<file path="src/rtl/modbus_rtu_read_response_parser_defines.svh">
// assertion macros for the modbus rtu read response parser
// clocked on clk_i, disabled while rst_ni is low; define NO_ASSERTIONS to drop them
`ifndef MODBUS_RTU_READ_RESPONSE_PARSER_DEFINES_SVH
`define MODBUS_RTU_READ_RESPONSE_PARSER_DEFINES_SVH

`ifndef NO_ASSERTIONS
`define MRRP_ASSERT(lbl, expr, msg) \
  lbl: assert property (@(posedge clk_i) disable iff (!rst_ni) (expr)) else $error(msg);
`define MRRP_ASSERT_IMPL(lbl, ante, cons, msg) \
  lbl: assert property (@(posedge clk_i) disable iff (!rst_ni) (ante) |-> (cons)) \
    else $error(msg);
`else
`define MRRP_ASSERT(lbl, expr, msg)
`define MRRP_ASSERT_IMPL(lbl, ante, cons, msg)
`endif

`endif

</file>
<file path="src/rtl/mrrp_pkg.sv">
// shared constants and types of the modbus rtu read response parser
// no dependencies
package mrrp_pkg;

  localparam int MAX_REGISTERS = 32;
  localparam int BUF_BYTES     = 2 * MAX_REGISTERS;
  localparam int BUF_AW        = $clog2(BUF_BYTES);

  localparam logic [8:0]  SEEN_MAX  = 9'd511;
  localparam logic [8:0]  MIN_LEN   = 9'd5;
  localparam logic [15:0] CRC_INIT  = 16'hFFFF;
  localparam logic [15:0] CRC_POLY  = 16'hA001;
  localparam logic [7:0]  FC_READ   = 8'h03;

  localparam logic [2:0] ST_OK        = 3'd0;
  localparam logic [2:0] ST_SHORT     = 3'd1;
  localparam logic [2:0] ST_FUNCTION  = 3'd2;
  localparam logic [2:0] ST_LENGTH    = 3'd3;
  localparam logic [2:0] ST_CRC       = 3'd4;
  localparam logic [2:0] ST_OVERFLOW  = 3'd5;

  typedef struct packed {
    logic       clear;
    logic       load;
    logic       step;
    logic [7:0] data;
  } crc_ctrl_t;

endpackage

</file>
<file path="src/rtl/mrrp_ram.sv">
// generic single-port ram with registered read data
// no dependencies
module mrrp_ram #(
  parameter int WIDTH = 8,
  parameter int DEPTH = 64
) (
  input  logic                     clk_i,
  input  logic                     we_i,
  input  logic [$clog2(DEPTH)-1:0] addr_i,
  input  logic [WIDTH-1:0]         wdata_i,
  output logic [WIDTH-1:0]         rdata_o
);

  logic [WIDTH-1:0] mem_q [DEPTH];
  logic [WIDTH-1:0] rdata_q;

  always_ff @(posedge clk_i) begin
    if (we_i) begin
      mem_q[addr_i] <= wdata_i;
    end else begin
      rdata_q <= mem_q[addr_i];
    end
  end

  assign rdata_o = rdata_q;

endmodule

</file>
<file path="src/rtl/mrrp_crc.sv">
// bit-serial crc-16/modbus: load xors a byte in, each step shifts one bit
// depends on mrrp_pkg
module mrrp_crc (
  input  logic                clk_i,
  input  logic                rst_ni,
  input  mrrp_pkg::crc_ctrl_t ctrl_i,
  output logic [15:0]         crc_o
);

  logic [15:0] crc_q, crc_d;

  always_comb begin
    crc_d = crc_q;
    priority if (ctrl_i.clear) begin
      crc_d = mrrp_pkg::CRC_INIT;
    end else if (ctrl_i.load) begin
      crc_d = crc_q ^ {8'h00, ctrl_i.data};
    end else if (ctrl_i.step) begin
      crc_d = crc_q[0] ? ((crc_q >> 1) ^ mrrp_pkg::CRC_POLY) : (crc_q >> 1);
    end
  end

  always_ff @(posedge clk_i or negedge rst_ni) begin
    if (!rst_ni) begin
      crc_q <= mrrp_pkg::CRC_INIT;
    end else begin
      crc_q <= crc_d;
    end
  end

  assign crc_o = crc_q;

endmodule

</file>
<file path="src/rtl/modbus_rtu_read_response_parser.sv">
// modbus rtu read holding registers response parser, one frame byte per item
// byte flow: from the third byte on, accepting a byte loads the byte two back into the crc (bit-serial, 8 steps)
// end of frame: crc steps, a judge state, then per register the states rd_hi, rd_lo and emit (two ram reads)
// a status-only result appears in the cycle after the judge state; results are registered
// reset: frame state cleared, crc 0xFFFF; the data buffer ram is not cleared
module modbus_rtu_read_response_parser (
  input  logic        clk_i,
  input  logic        rst_ni,
  input  logic        start,
  output logic        busy,
  input  logic [7:0]  frame_byte_i,
  input  logic        end_of_frame_i,
  output logic        strobe_o,
  output logic [2:0]  status_o,
  output logic [15:0] register_value_o,
  output logic [5:0]  register_index_o,
  output logic        register_present_o,
  output logic        last_of_run_o
);

`include "modbus_rtu_read_response_parser_defines.svh"

  localparam logic [2:0] S_IDLE  = 3'd0;
  localparam logic [2:0] S_CRC   = 3'd1;
  localparam logic [2:0] S_JUDGE = 3'd2;
  localparam logic [2:0] S_RD_HI = 3'd3;
  localparam logic [2:0] S_RD_LO = 3'd4;
  localparam logic [2:0] S_EMIT  = 3'd5;

  logic [2:0]  state_q, state_d;
  logic [2:0]  step_q, step_d;
  logic [8:0]  seen_q, seen_d;
  logic [15:0] delay_q, delay_d;
  logic [7:0]  func_q, func_d;
  logic [7:0]  count_q, count_d;
  logic        eof_q, eof_d;
  logic [5:0]  idx_q, idx_d;
  logic [7:0]  hi_q, hi_d;

  logic        strobe_q, strobe_d;
  logic [2:0]  status_q, status_d;
  logic [15:0] value_q, value_d;
  logic [5:0]  index_q, index_d;
  logic        present_q, present_d;
  logic        last_q, last_d;

  logic                        accept;
  logic                        ram_we;
  logic [mrrp_pkg::BUF_AW-1:0] ram_addr;
  logic [7:0]                  ram_rdata;
  logic [8:0]                  data_pos;
  logic [15:0]                 crc;
  logic [15:0]                 recv_crc;
  logic [6:0]                  regs;
  logic [2:0]                  verdict;
  logic                        last_reg;
  mrrp_pkg::crc_ctrl_t         crc_ctrl;

  assign accept   = start && !busy;
  assign busy     = (state_q != S_IDLE);
  assign data_pos = seen_q - 9'd3;
  assign recv_crc = {delay_q[7:0], delay_q[15:8]};
  assign regs     = count_q[7:1];
  assign last_reg = (({1'b0, idx_q} + 7'd1) == regs);

  always_comb begin
    priority if (seen_q < mrrp_pkg::MIN_LEN) begin
      verdict = mrrp_pkg::ST_SHORT;
    end else if (func_q != mrrp_pkg::FC_READ) begin
      verdict = mrrp_pkg::ST_FUNCTION;
    end else if (seen_q != (mrrp_pkg::MIN_LEN + {1'b0, count_q})) begin
      verdict = mrrp_pkg::ST_LENGTH;
    end else if (crc != recv_crc) begin
      verdict = mrrp_pkg::ST_CRC;
    end else if (regs > 7'(mrrp_pkg::MAX_REGISTERS)) begin
      verdict = mrrp_pkg::ST_OVERFLOW;
    end else begin
      verdict = mrrp_pkg::ST_OK;
    end
  end

  always_comb begin
    state_d   = state_q;
    step_d    = step_q;
    seen_d    = seen_q;
    delay_d   = delay_q;
    func_d    = func_q;
    count_d   = count_q;
    eof_d     = eof_q;
    idx_d     = idx_q;
    hi_d      = hi_q;
    strobe_d  = 1'b0;
    status_d  = status_q;
    value_d   = value_q;
    index_d   = index_q;
    present_d = present_q;
    last_d    = last_q;
    ram_we    = 1'b0;
    ram_addr  = data_pos[mrrp_pkg::BUF_AW-1:0];
    crc_ctrl  = '{clear: 1'b0, load: 1'b0, step: 1'b0, data: delay_q[15:8]};

    unique case (state_q)
      S_IDLE: begin
        if (accept) begin
          delay_d = {delay_q[7:0], frame_byte_i};
          eof_d   = end_of_frame_i;
          step_d  = 3'd0;
          if (seen_q == 9'd1) begin
            func_d = frame_byte_i;
          end else if (seen_q == 9'd2) begin
            count_d = frame_byte_i;
          end else if (seen_q >= 9'd3 && data_pos < 9'(mrrp_pkg::BUF_BYTES)) begin
            ram_we = 1'b1;
          end
          if (seen_q < mrrp_pkg::SEEN_MAX) begin
            seen_d = seen_q + 9'd1;
          end
          // the byte two back leaves the delay line and enters the crc
          if (seen_q >= 9'd2) begin
            crc_ctrl.load = 1'b1;
            state_d       = S_CRC;
          end else if (end_of_frame_i) begin
            state_d = S_JUDGE;
          end
        end
      end
      S_CRC: begin
        crc_ctrl.step = 1'b1;
        step_d        = step_q + 3'd1;
        if (step_q == 3'd7) begin
          state_d = eof_q ? S_JUDGE : S_IDLE;
        end
      end
      S_JUDGE: begin
        idx_d = '0;
        if (verdict != mrrp_pkg::ST_OK || regs == 7'd0) begin
          strobe_d  = 1'b1;
          status_d  = verdict;
          value_d   = '0;
          index_d   = '0;
          present_d = 1'b0;
          last_d    = 1'b1;
          state_d   = S_IDLE;
        end else begin
          state_d = S_RD_HI;
        end
      end
      S_RD_HI: begin
        ram_addr = mrrp_pkg::BUF_AW'({idx_q, 1'b0});
        state_d  = S_RD_LO;
      end
      S_RD_LO: begin
        ram_addr = mrrp_pkg::BUF_AW'({idx_q, 1'b1});
        hi_d     = ram_rdata;
        state_d  = S_EMIT;
      end
      S_EMIT: begin
        strobe_d  = 1'b1;
        status_d  = mrrp_pkg::ST_OK;
        value_d   = {hi_q, ram_rdata};
        index_d   = idx_q;
        present_d = 1'b1;
        last_d    = last_reg;
        idx_d     = idx_q + 6'd1;
        state_d   = last_reg ? S_IDLE : S_RD_HI;
      end
      default: begin
        state_d = S_IDLE;
      end
    endcase

    // frame done: return frame state to reset values
    if (strobe_d && last_d) begin
      seen_d         = '0;
      delay_d        = '0;
      func_d         = '0;
      count_d        = '0;
      crc_ctrl.clear = 1'b1;
    end
  end

  always_ff @(posedge clk_i or negedge rst_ni) begin
    if (!rst_ni) begin
      state_q  <= S_IDLE;
      step_q   <= '0;
      seen_q   <= '0;
      delay_q  <= '0;
      func_q   <= '0;
      count_q  <= '0;
      eof_q    <= 1'b0;
      idx_q    <= '0;
      strobe_q <= 1'b0;
    end else begin
      state_q  <= state_d;
      step_q   <= step_d;
      seen_q   <= seen_d;
      delay_q  <= delay_d;
      func_q   <= func_d;
      count_q  <= count_d;
      eof_q    <= eof_d;
      idx_q    <= idx_d;
      strobe_q <= strobe_d;
    end
  end

  always_ff @(posedge clk_i) begin
    hi_q      <= hi_d;
    status_q  <= status_d;
    value_q   <= value_d;
    index_q   <= index_d;
    present_q <= present_d;
    last_q    <= last_d;
  end

  mrrp_crc u_crc (
    .clk_i  (clk_i),
    .rst_ni (rst_ni),
    .ctrl_i (crc_ctrl),
    .crc_o  (crc)
  );

  mrrp_ram #(
    .WIDTH (8),
    .DEPTH (mrrp_pkg::BUF_BYTES)
  ) u_buf (
    .clk_i   (clk_i),
    .we_i    (ram_we),
    .addr_i  (ram_addr),
    .wdata_i (frame_byte_i),
    .rdata_o (ram_rdata)
  );

  assign strobe_o           = strobe_q;
  assign status_o           = status_q;
  assign register_value_o   = value_q;
  assign register_index_o   = index_q;
  assign register_present_o = present_q;
  assign last_of_run_o      = last_q;

  `MRRP_ASSERT_IMPL(a_strobe_src, strobe_o, $past(state_q == S_JUDGE || state_q == S_EMIT),
                    "result strobe without judge or emit cycle")
  `MRRP_ASSERT_IMPL(a_run_busy, strobe_o && !last_of_run_o, busy,
                    "parser idle in the middle of a register run")
  `MRRP_ASSERT_IMPL(a_present_ok, strobe_o && register_present_o, status_o == mrrp_pkg::ST_OK,
                    "register carried with a failing status")
  `MRRP_ASSERT_IMPL(a_write_accept, ram_we, accept,
                    "buffer written without an accepted item")

endmodule

</file>
<file path="config.mk">
export PLATFORM = sky130hd
export DESIGN_NAME = modbus_rtu_read_response_parser
export DESIGN_NICKNAME = d
export VERILOG_FILES = /design/src/rtl/mrrp_pkg.sv /design/src/rtl/mrrp_ram.sv /design/src/rtl/mrrp_crc.sv /design/src/rtl/modbus_rtu_read_response_parser.sv
export VERILOG_INCLUDE_DIRS = /design/src /design/src/rtl
export SDC_FILE = /design/constraint.sdc
export NUM_CORES = 1
export LEC_CHECK = 0
export ABC_CLOCK_PERIOD_IN_PS = 5500
export CAP_MARGIN = 15
export CELL_PAD_IN_SITES_DETAIL_PLACEMENT = 0
export CELL_PAD_IN_SITES_GLOBAL_PLACEMENT = 1
export CORE_ASPECT_RATIO = 1.75
export CORE_MARGIN = 2
export CORE_UTILIZATION = 58
export CTS_BUF_LIST = sky130_fd_sc_hd__clkbuf_4 sky130_fd_sc_hd__clkbuf_8 sky130_fd_sc_hd__clkbuf_16
export DETAILED_ROUTE_END_ITERATION = 16
export DONT_BUFFER_PORTS = 1
export HOLD_SLACK_MARGIN = 0.15
export MAX_ROUTING_LAYER = met4
export PLACE_DENSITY = 0.87
export SETUP_SLACK_MARGIN = 0.5
export SLEW_MARGIN = 20
export SYNTH_ARGS = -nofsm -noshare
export SYNTH_HDL_FRONTEND = slang
export SYNTH_HIERARCHICAL = 1
export SYNTH_SLANG_ARGS = --single-unit
</file>
<file path="constraint.sdc">
create_clock -name clk_i -period 5.5 [get_ports clk_i]
set_input_delay 0.55 -clock clk_i [delete_from_list [all_inputs] [get_ports clk_i]]
set_output_delay 0.55 -clock clk_i [all_outputs]
set_load 0.03 [all_outputs]
</file>
# Word level (Yosys, flattened, before mapping)
# Memories as Yosys holds them, arrays and structs flattened. A register that Yosys moved wholly into a read port is not among the register bits.
# Index checks and enable logic that the tools add are counted.
# op_classes
bitwise_logic,2
muxes,61
add_sub_neg,6
reduce_logical,26
magnitude_cmp,6
n_eq_ne,17
# op_table
operator,count
$mux W16,8
$mux W8,9
$mux W9,4
$pmux W6 S2,3
$mux W3,11
$pmux W16 S2,1
$ge A9 B2 Y1 const B,2
$pmux W3 S6,1
$ne A16 B16 Y1,1
$xor A16 B8 Y16,1
$mux W1,15
$reduce_bool A2 Y1,7
$pmux W3 S2,2
$add A3 B8 Y9 const A,1
$add A9 B1 Y9 const B,1
$eq A3 B3 Y1 const B,3
$eq A9 B1 Y1 const B,1
$eq A9 B2 Y1 const B,1
$lt A9 B3 Y1 const B,1
$lt A9 B7 Y1 const B,1
$lt A9 B9 Y1 const B,1
$ne A9 B9 Y1,1
$reduce_and A3 Y1,3
$reduce_bool A3 Y1,3
other kinds (23),36
# word_totals
mem_bits_rw,512
input_bits,12
n_memories,1
output_inout_bits,29
reg_bits,106
# mem_list
memory,depth,width,rd,rd_clocked_by_memory_dff,write_ports,line,text
u_buf.mem_q,64,8,1,1,1,mrrp_ram.sv:14,logic [WIDTH-1:0] mem_q [DEPTH];

# Depth between registers and ports, before layout
# Gate-level depths: netlist of the first run.
# depth
word_depth,13
mapped_depth,16

# Modules after synthesis
# Netlist of the first run, hierarchy kept.
# modules_own_cells
mod,cells_per_inst,n_inst,area_per_inst_um2,seq_area_each_um2
mrrp_ram,1167,1,20129.3,15615.0
modbus_rtu_read_response_parser,462,1,5087.4,2417.3
mrrp_crc,80,1,880.8,420.4

# Least setup slack after synthesis of the first run
# OpenSTA, ideal clock, no wires.
# synth_path
path_kind,register to register
start,register state_q[0]
end,"memory u_buf.mem_q[11][0], enable pin"
t_arrival_ps,3313
period_less_slack_ps,3683
stages_incl_launch_ff,10
slack_ps,1817
required_time_ps,5130
setup_time_ps,370
cell_sequence,dfrtp_1 -> clkbuf_1 -> nor4b_1 -> clkbuf_1 -> nand3_1 -> nor4_1 -> inv_1 -> nor2_1 -> nand2_1 -> nor2_1
# synth_via
elab_chain_cells,7
elab_cells_between_ends,11
classes_between,eq/ne: 2; mux: 5; reduce/logical: 4
# synth_lines
item,line,text
start: declaration,modbus_rtu_read_response_parser.sv:30,"logic [2:0] state_q, state_d;"
start signal: assignment,modbus_rtu_read_response_parser.sv:194,state_q <= state_d;
$reduce_bool A3 Y1,modbus_rtu_read_response_parser.sv:60,assign busy = (state_q != S_IDLE);
$logic_not A1 Y1,modbus_rtu_read_response_parser.sv:59,assign accept = start && !busy;
$logic_and A1 B1 Y1,modbus_rtu_read_response_parser.sv:59,
$mux W1,modbus_rtu_read_response_parser.sv:104,if (accept) begin
$mux W1 *,modbus_rtu_read_response_parser.sv:102,unique case (state_q)
net ram_we,modbus_rtu_read_response_parser.sv:48,logic ram_we;
$mux W1 *,mrrp_ram.sv:18,if (we_i) begin
$mux W1 (not written as such) *,mrrp_ram.sv:19,mem_q[addr_i] <= wdata_i;
end: declaration,mrrp_ram.sv:14,
# Mark *: on every way through the listed nets, which the timed path passes. The rest lies on a longest branch.

# Worst setup path after layout of the first run
# layout_path
start,register seen_q[0]
end,"register u_buf.rdata_q[1], in the netlist u_buf/rdata_o[1], read port of u_buf.mem_q, data pin"
# layout_via
elab_cells_between_ends,13
classes_between,add/sub: 1; order compare: 2; eq/ne: 2; mux: 6; reduce/logical: 2
# layout_rtl
item,line,text
start: declaration,modbus_rtu_read_response_parser.sv:32,"logic [8:0] seen_q, seen_d;"
start signal: assignment,modbus_rtu_read_response_parser.sv:196,seen_q <= seen_d;
$sub A9 B2 Y9,modbus_rtu_read_response_parser.sv:61,assign data_pos = seen_q - 9'd3;
$pmux W6 S2,modbus_rtu_read_response_parser.sv:102,
"net ram_addr, one bit",modbus_rtu_read_response_parser.sv:49,logic [mrrp_pkg::BUF_AW-1:0] ram_addr;
end: declaration,mrrp_ram.sv:15,logic [WIDTH-1:0] rdata_q;
# The timed path passes the listed nets, and every way through them passes these cells.
# A chain may end at the register's enable or synchronous reset.

==> flow_metrics.env, run 1 <==
export IMPL_place_inst=2221
export IMPL_clockPowerShare=0.413
export IMPL_tightest_slew_ns=1.18
export IMPL_drv_slew=0
export IMPL_crit_chain="inv_1 > ha_1 > o21ai_4 > inv_1 > nand2_1 > o22ai_1 > a221oi_1 > o221ai_1 > or3_1"
export IMPL_intPower_mw=7.21
export IMPL_grt_pass1_wl_um=105000
export IMPL_ys_seq_area_frac=0.707
export IMPL_combPwrFrac=0.012
export IMPL_async_flop_share=0.113
export IMPL_synth_flop_cell="edfxtp_1"
export IMPL_io_buffers=0
export IMPL_rows=102
export IMPL_cts_root_buf="clkbuf_16"
export IMPL_yosys_register_bits=626
export IMPL_insertion_delay_ns=0.60
export IMPL_grt_max_degree=72
export IMPL_die_w_um=164
export IMPL_period_minus_slack_ns=4.77
export IMPL_arrival_ns=5.13
export IMPL_slowest_delay_ns=0.83
export IMPL_cpMostUsedCell="inv_1"
export IMPL_drive_above_1_share=0.163
export IMPL_multi_input_area_um2=7000
export IMPL_setup_viol=0
export IMPL_antenna_found_initial=1
export IMPL_drt_first_pass_iters=8
export IMPL_crit_path_max_fanout=24
export IMPL_clock_skew_ns=0.0213
export IMPL_crit_slowest_cell="o21ai_4"
export IMPL_max_clock_freq_ghz=0.209
export IMPL_syn_area_um2=26100
export IMPL_ys_warn_count=6
export IMPL_startpoint_type="register"
export IMPL_hold_violations=0
export IMPL_drv_cap=0
export IMPL_wl_um=71900
export IMPL_place_hpwl_um=44700
export IMPL_place_gp_congestion=0.933
export IMPL_ant_nets=0
export IMPL_fillers=2999
export IMPL_cp_required_ns=5.85
export IMPL_cts_buffers=53
export IMPL_cp_end_kind="register"
export IMPL_nNetsFinal=1734
export IMPL_via_per_inst=6.91
export IMPL_path_buf_inv=2
export IMPL_fin_crit_sh=0.868
export IMPL_synth_fp_nets=1728
export IMPL_finalCoreUtilization=0.649
export IMPL_antenna_cells=0
export IMPL_rsz0062_at_grt="no"
export IMPL_gr_total_overflow=0
export IMPL_relSlewSlack=0.209
export IMPL_synthDistinctLibCells=72
export IMPL_drtIter0Drc=2428
export IMPL_syn_inst=1709
export IMPL_seqPwrFrac=0.575
export IMPL_wire_per_inst_um=30.9
export IMPL_syn_to_final_growth_pct=10.2
export IMPL_dieArea_um2=46800
export IMPL_p_sw_mw=1.78
export IMPL_synth_edff_count=554
export IMPL_crit_family="compound AO/OA/AOI/OAI gates"
export IMPL_fin_cells=2329
export IMPL_cts_htree_levels=2
export IMPL_grt_pass1_vias=16000
export IMPL_peakVddDrop_mv=0.265
export IMPL_clkTransAtPathRegs_ns=0.07
export IMPL_clock_path_buffers=3
export IMPL_register_area_um2=18500
export IMPL_vias=16100
export IMPL_core_area_um2=44300
export IMPL_route_detailed_drc=0
export IMPL_die_h_um=285
export IMPL_power_share_switching=0.198
export IMPL_numClockSinks=626
export IMPL_holdCritPathClass="primary input to register"
export IMPL_power_density_nw_per_um2=313
export IMPL_start_util=0.589
export IMPL_cts_tree="yes"
export IMPL_grt_total_usage=0.320
export IMPL_path_class="register to register"
export IMPL_avgSynthCellArea_um2=15.3
export IMPL_fin_tns_setup_ns=0
export IMPL_status="finished clean"
export IMPL_p_leak_nw=9.45
export IMPL_io_pins=41
==> worst paths after layout <==
path / startpoint / endpoint / slack (ns) / cells after the start
hold reg to reg: eof_q$_DFFE_PN0P_ / eof_q$_DFFE_PN0P_ / 0.49 / 2
hold / removal: frame_byte_i[3] / func_q[3]$_DFFE_PN0P_ / 0.20 / 2
max in group asynchronous: rst_ni / u_crc/crc_o[4]$_DFFE_PN1P_ / 4.65 / 2
setup / recovery: seen_q[0]$_DFFE_PN0P_ / u_buf/rdata_o[1]$_DFFE_PN_ / 0.73 / 9
min in group asynchronous: rst_ni / delay_q[0]$_DFFE_PN0P_ / 0.51 / 2
setup reg to reg: seen_q[0]$_DFFE_PN0P_ / u_buf/rdata_o[1]$_DFFE_PN_ / 0.73 / 9
==> synthesized netlist by cell type (5+ instances only) <==
cell / instances / area [µm²]
nor3_1: 23 / 115
dfrtp_1: 55 / 1380
nand2b_1: 5 / 31.3
o211ai_1: 7 / 52.6
xnor2_1: 24 / 210
or2_2: 6 / 37.5
and2_1: 28 / 175
a21oi_1: 26 / 130
o221ai_1: 11 / 96.3
o32ai_1: 5 / 43.8
o22a_1: 8 / 70.1
clkbuf_1: 67 / 251
and3_1: 5 / 31.3
mux2_2: 15 / 169
a22oi_1: 82 / 616
nand4_1: 8 / 50.1
buf_4: 10 / 75.1
a211oi_2: 37 / 463
nor2b_1: 8 / 50.1
edfxtp_1: 554 / 16600
o22ai_1: 38 / 238
o21ai_0: 60 / 300
inv_1: 10 / 37.5
o31ai_1: 6 / 45.0
nand2_1: 80 / 300
nand3_1: 31 / 155
nand3b_1: 9 / 67.6
dfstp_2: 16 / 420
a22o_1: 12 / 105
or4_1: 8 / 60.1
a221o_1: 6 / 60.1
nor4_1: 12 / 75.1
nor2_1: 104 / 390
a221oi_1: 64 / 561
ha_1: 7 / 87.6
xor2_1: 27 / 236
buf_1: 9 / 33.8
mux4_2: 17 / 383
a211oi_1: 13 / 97.6
or2_1: 7 / 43.8
or3_1: 7 / 43.8
buf_2: 36 / 180
mux2i_1: 94 / 941
buf_6: 9 / 101
==> repair_timing <==
item,CTS,global route
hold buffers,11,0
gates resized for setup,0,0
endpoints found under the hold margin,584,0
setup buffers,0,0
==> placed cells by master (no fill, tap or decap), drive strengths merged, types with 11 or more instances in the layout <==
| master | synthesis | routed |
|---|---|---|
| edfxtp | 554 | 554 |
| nor2 | 105 | 105 |
| mux2i | 94 | 94 |
| buf | 67 | 83 |
| a22oi | 82 | 82 |
| nand2 | 80 | 80 |
| a221oi | 64 | 64 |
| clkbuf | 67 | 62 |
| o21ai | 60 | 60 |
| dfrtp | 55 | 55 |
| a211oi | 50 | 50 |
| o22ai | 38 | 38 |
| nand3 | 31 | 31 |
| and2 | 28 | 28 |
| xor2 | 27 | 27 |
| a21oi | 26 | 26 |
| xnor2 | 24 | 24 |
| nor3 | 24 | 24 |
| mux4 | 19 | 19 |
| clkinv | 0 | 19 |
| dfstp | 16 | 16 |
| mux2 | 15 | 15 |
| inv | 10 | 15 |
| nor4 | 13 | 13 |
| or2 | 13 | 13 |
| a22o | 12 | 12 |
| o221ai | 11 | 11 |
==> state kept, by name, indices dropped and copies added (netlist names), 3 cells and up <==
name / flops
u_buf/rdata_o: 8
idx_q: 6
func_q: 8
status_o: 3
step_q: 3
register_index_o: 6
register_value_o: 16
hi_q: 8
seen_q: 9
u_crc/crc_o: 16
u_buf/mem_q: 512
state_q: 3
count_q: 8
delay_q: 16
==> power groups by stage <==
stage | clock network [mW] | logic [mW] | registers (mW)
4_1_cts | 3.75 | 0.108 | 5.17
5_1_grt | 3.93 | 0.115 | 5.17
6_report | 3.72 | 0.108 | 5.17
3_3_place_gp | 0 | 0.00973 | 5.27
2_1_floorplan | 0 | 0.00870 | 5.27
3_5_place_dp | 0 | 0.0102 | 5.27
==> kinds of logic (layout without fill, tap and decap cells) <==
| family | Yosys count | in the layout | synth area share |
|---|---|---|---|
| AOI/OAI and AO/OA | 401 | 401 | 0.119 |
| and+or+nand+nor | 352 | 352 | 0.0668 |
| adders and majority gates | 7 | 7 | 0.00336 |
| muxes | 128 | 128 | 0.0592 |
| xor gates and xnor gates | 51 | 51 | 0.0171 |
| buffers and inverters | 144 | 192 | 0.0278 |
| DFF | 626 | 626 | 0.707 |
==> cell type report <==
| cell class | count | share of cell area |
|---|---|---|
| inverter | 10 | 0.00131 |
| tap | 572 | 0.0249 |
| multi-input combinational | 939 | 0.243 |
| clock buffer | 62 | 0.0485 |
| clock inverter | 35 | 0.0110 |
| timing repair buffer | 85 | 0.0295 |
| sequential | 626 | 0.642 |
==> routing by layer <==
| layer | global-route usage | wire length [µm] |
|---|---|---|
| met2 | 0.519 | 36300 |
| met3 | 0.0455 | 5390 |
| met5 | - | 0 |
| met4 | 0.243 | 6860 |
| met1 | 0.354 | 23300 |
==> metrics by stage <==
step / hold WS (ns) / area, µm² / total power, mW / worst slack [ns]
floorplan: 0.254 / 26100 / 5.28 / 1.82
global placement: 0.260 / 26800 / 5.28 / 0.886
detailed placement: 0.261 / 26800 / 5.28 / 0.897
CTS: 0.191 / 28800 / 9.03 / 0.889
global route: 0.205 / 28800 / 9.21 / 0.676
finish: 0.204 / 28800 / 9.00 / 0.725
(Power assumes the default switching activity.)
==> run 2: changes to the inputs <==
MAX_ROUTING_LAYER = unset   (was met4)
==> run 2 against run 1 <==
Against the previous run: worst hold slack worse by 0.0092 ns; register-to-register slack better by 0.24 ns; critical path depth is 1 higher; die area stayed put; core utilization is 0.26 points higher; flip-flop and latch count stayed put; first-iteration DRC count is 0.78% higher; critical endpoint is now u_buf/rdata_o[6]$_DFFE_PN_; largest power group unchanged.
==> flow_metrics.env, run 2 (synthesis gave the netlist of run 1 again) <==
export IMPL_r2r_start="seen_q[0]$_DFFE_PN0P_"
export IMPL_arrival_ns=4.85
export IMPL_clock_path_buffers=3
export IMPL_slowest_delay_ns=0.68
export IMPL_combPwrFrac=0.012
export IMPL_insertion_delay_ns=0.62
export IMPL_rsz0062_at_grt="no"
export IMPL_power_share_switching=0.190
export IMPL_period_minus_slack_ns=4.54
export IMPL_place_area_um2=26800
export IMPL_max_clock_freq_ghz=0.220
export IMPL_startpoint_type="register"
export IMPL_drv_slew=0
export IMPL_clock_skew_ns=0.0311
export IMPL_cp_end_kind="register"
export IMPL_place_hpwl_um=44000
export IMPL_io_buffers=0
export IMPL_setup_viol=0
export IMPL_wl_um=71100
export IMPL_status="finished clean"
export IMPL_crit_slowest_cell="o21ai_4"
export IMPL_fin_tns_setup_ns=0
export IMPL_hold_violations=0
export IMPL_via_per_inst=6.94
export IMPL_crit_path_max_fanout=92
export IMPL_grt_pass1_vias=15900
export IMPL_layout_commonest_cell="edfxtp_1"
export IMPL_nNetsFinal=1734
export IMPL_peakVddDrop_mv=0.262
export IMPL_antenna_cells=0
export IMPL_largest_register_ffs=512
export IMPL_rows=102
export IMPL_cts_htree_levels=2
export IMPL_drv_cap=0
export IMPL_fin_crit_sh=0.825
export IMPL_drt_first_pass_iters=6
export IMPL_reg2reg_depth=10
export IMPL_cp_required_ns=5.81
export IMPL_cts_tree="yes"
export IMPL_numClockSinks=626
export IMPL_path_class="register to register"
export IMPL_cts_repair_resized=0
export IMPL_core_area_um2=44300
export IMPL_final_area_um2=28900
export IMPL_intPower_mw=7.48
export IMPL_power_density_nw_per_um2=320
export IMPL_p_sw_mw=1.75
export IMPL_place_gp_congestion=0.947
export IMPL_route_detailed_drc=0
export IMPL_top_register="u_buf/mem_q"
export IMPL_start_util=0.589
export IMPL_seqPwrFrac=0.561
export IMPL_r2r_slack_ns=0.96
export IMPL_place_inst=2221
export IMPL_drive_above_1_share=0.161
export IMPL_drtIter0Drc=2447
export IMPL_die_h_um=285
export IMPL_ant_nets=0
export IMPL_dieArea_um2=46800
export IMPL_r2r_end="u_buf/rdata_o[6]$_DFFE_PN_"
export IMPL_min_to="func_q[3]$_DFFE_PN0P_"
export IMPL_clkTransAtPathRegs_ns=0.07
export IMPL_pre_cts_ws_ns=1.16
export IMPL_die_w_um=164
export IMPL_fin_ws_ns=0.963
export IMPL_wire_per_inst_um=30.6
export IMPL_tightest_slew_ns=1.12
export IMPL_grt_max_degree=93
export IMPL_gr_total_overflow=0
export IMPL_grt_total_usage=0.308
export IMPL_holdPathStages=2
export IMPL_cts_root_buf="clkbuf_16"
export IMPL_fin_cells=2325
export IMPL_p_leak_nw=9.52
export IMPL_antenna_found_initial=0
export IMPL_layout_common_cells="edfxtp_1 (554), nor2_1 (103), mux2i_1 (94)"
export IMPL_grt_pass1_wl_um=105000
export IMPL_io_pins=41
export IMPL_syn_to_final_growth_pct=10.6
export IMPL_vias=16100
export IMPL_relSlewSlack=0.250
export IMPL_crit_chain="ha_1 > xor2_1 > o21ai_4 > buf_12 > nor2_4 > buf_4 > a221oi_1 > o22a_1 > o22ai_1 > or4_1"
export IMPL_holdCritPathClass="primary input to register"
export IMPL_clockPowerShare=0.428
export IMPL_holdCritStartpoint="frame_byte_i[3]"
export IMPL_post_cts_buffers=0
export IMPL_cts_buffers=53
run 2: worst max-delay path by stage:
| stage | startpoint | endpoint | cells past startpoint |
|---|---|---|---|
| 2_1_floorplan | state_q[0]$_DFFE_PN0P_ | u_buf/mem_q[11][0]$_DFFE_PP_ | 9 |
| 3_3_place_gp | seen_q[0]$_DFFE_PN0P_ | u_buf/rdata_o[6]$_DFFE_PN_ | 10 |
| 3_5_place_dp | seen_q[0]$_DFFE_PN0P_ | u_buf/rdata_o[6]$_DFFE_PN_ | 10 |
| 4_1_cts | seen_q[0]$_DFFE_PN0P_ | u_buf/rdata_o[6]$_DFFE_PN_ | 10 |
| 5_1_grt | seen_q[4]$_DFFE_PN0P_ | u_buf/rdata_o[6]$_DFFE_PN_ | 11 |
| 6_report | seen_q[0]$_DFFE_PN0P_ | u_buf/rdata_o[6]$_DFFE_PN_ | 10 |
run 2: stage by stage:
stage | power, mW | util | hold slack (ns)
after floorplan | 5.28 | - | 0.254
after global placement | 5.28 | 0.605 | 0.259
after detailed placement | 5.28 | 0.605 | 0.260
after CTS | 9.26 | 0.652 | 0.182
after global routing | 9.43 | 0.652 | 0.202
final | 9.23 | 0.652 | 0.195
run 2: cell type report:
type / count / area [µm²]
Tap cell: 572 / 716
Fill cell: 3013 / 15400
Clock inverter: 27 / 388
Multi-Input combinational cell: 939 / 6990
Sequential cell: 626 / 18500
Timing Repair Buffer: 85 / 848
Clock buffer: 66 / 1440
Inverter: 10 / 37.5
run 2: power by group through the flow:
stage	clock [mW]	sequential, mW	combinational [mW]
global route	4.15	5.17	0.113
finish	3.95	5.17	0.107
global placement	0	5.27	0.00992
CTS	3.98	5.17	0.107
detailed placement	0	5.27	0.0103
floorplan	0	5.27	0.00870
run 2: routing by layer:
| metal | share of wire | track usage | wire, µm |
|---|---|---|---|
| met4 | 0.086 | 0.212 | 6120 |
| met5 | 0 | 0 | 0 |
| met1 | 0.32 | 0.358 | 22900 |
| met3 | 0.083 | 0.0430 | 5880 |
| met2 | 0.51 | 0.522 | 36200 |
run 2: timing repair:
action | 4_1_cts | 5_1_grt
hold endpoints to repair | 584 | 0
hold buffers | 11 | 0
endpoints found under the setup margin | 0 | 0
run 2: critical path: cells and delay by family, from the launching register on:
kind | cells | cell delay (ns)
and+or+nand+nor | 2 | 0.68
buffers and inverters | 2 | 0.81
adders and majority gates | 1 | 0.34
xor gates and xnor gates | 1 | 0.19
AOI/OAI and AO/OA | 4 | 1.63
DFF | 1 | 0.49
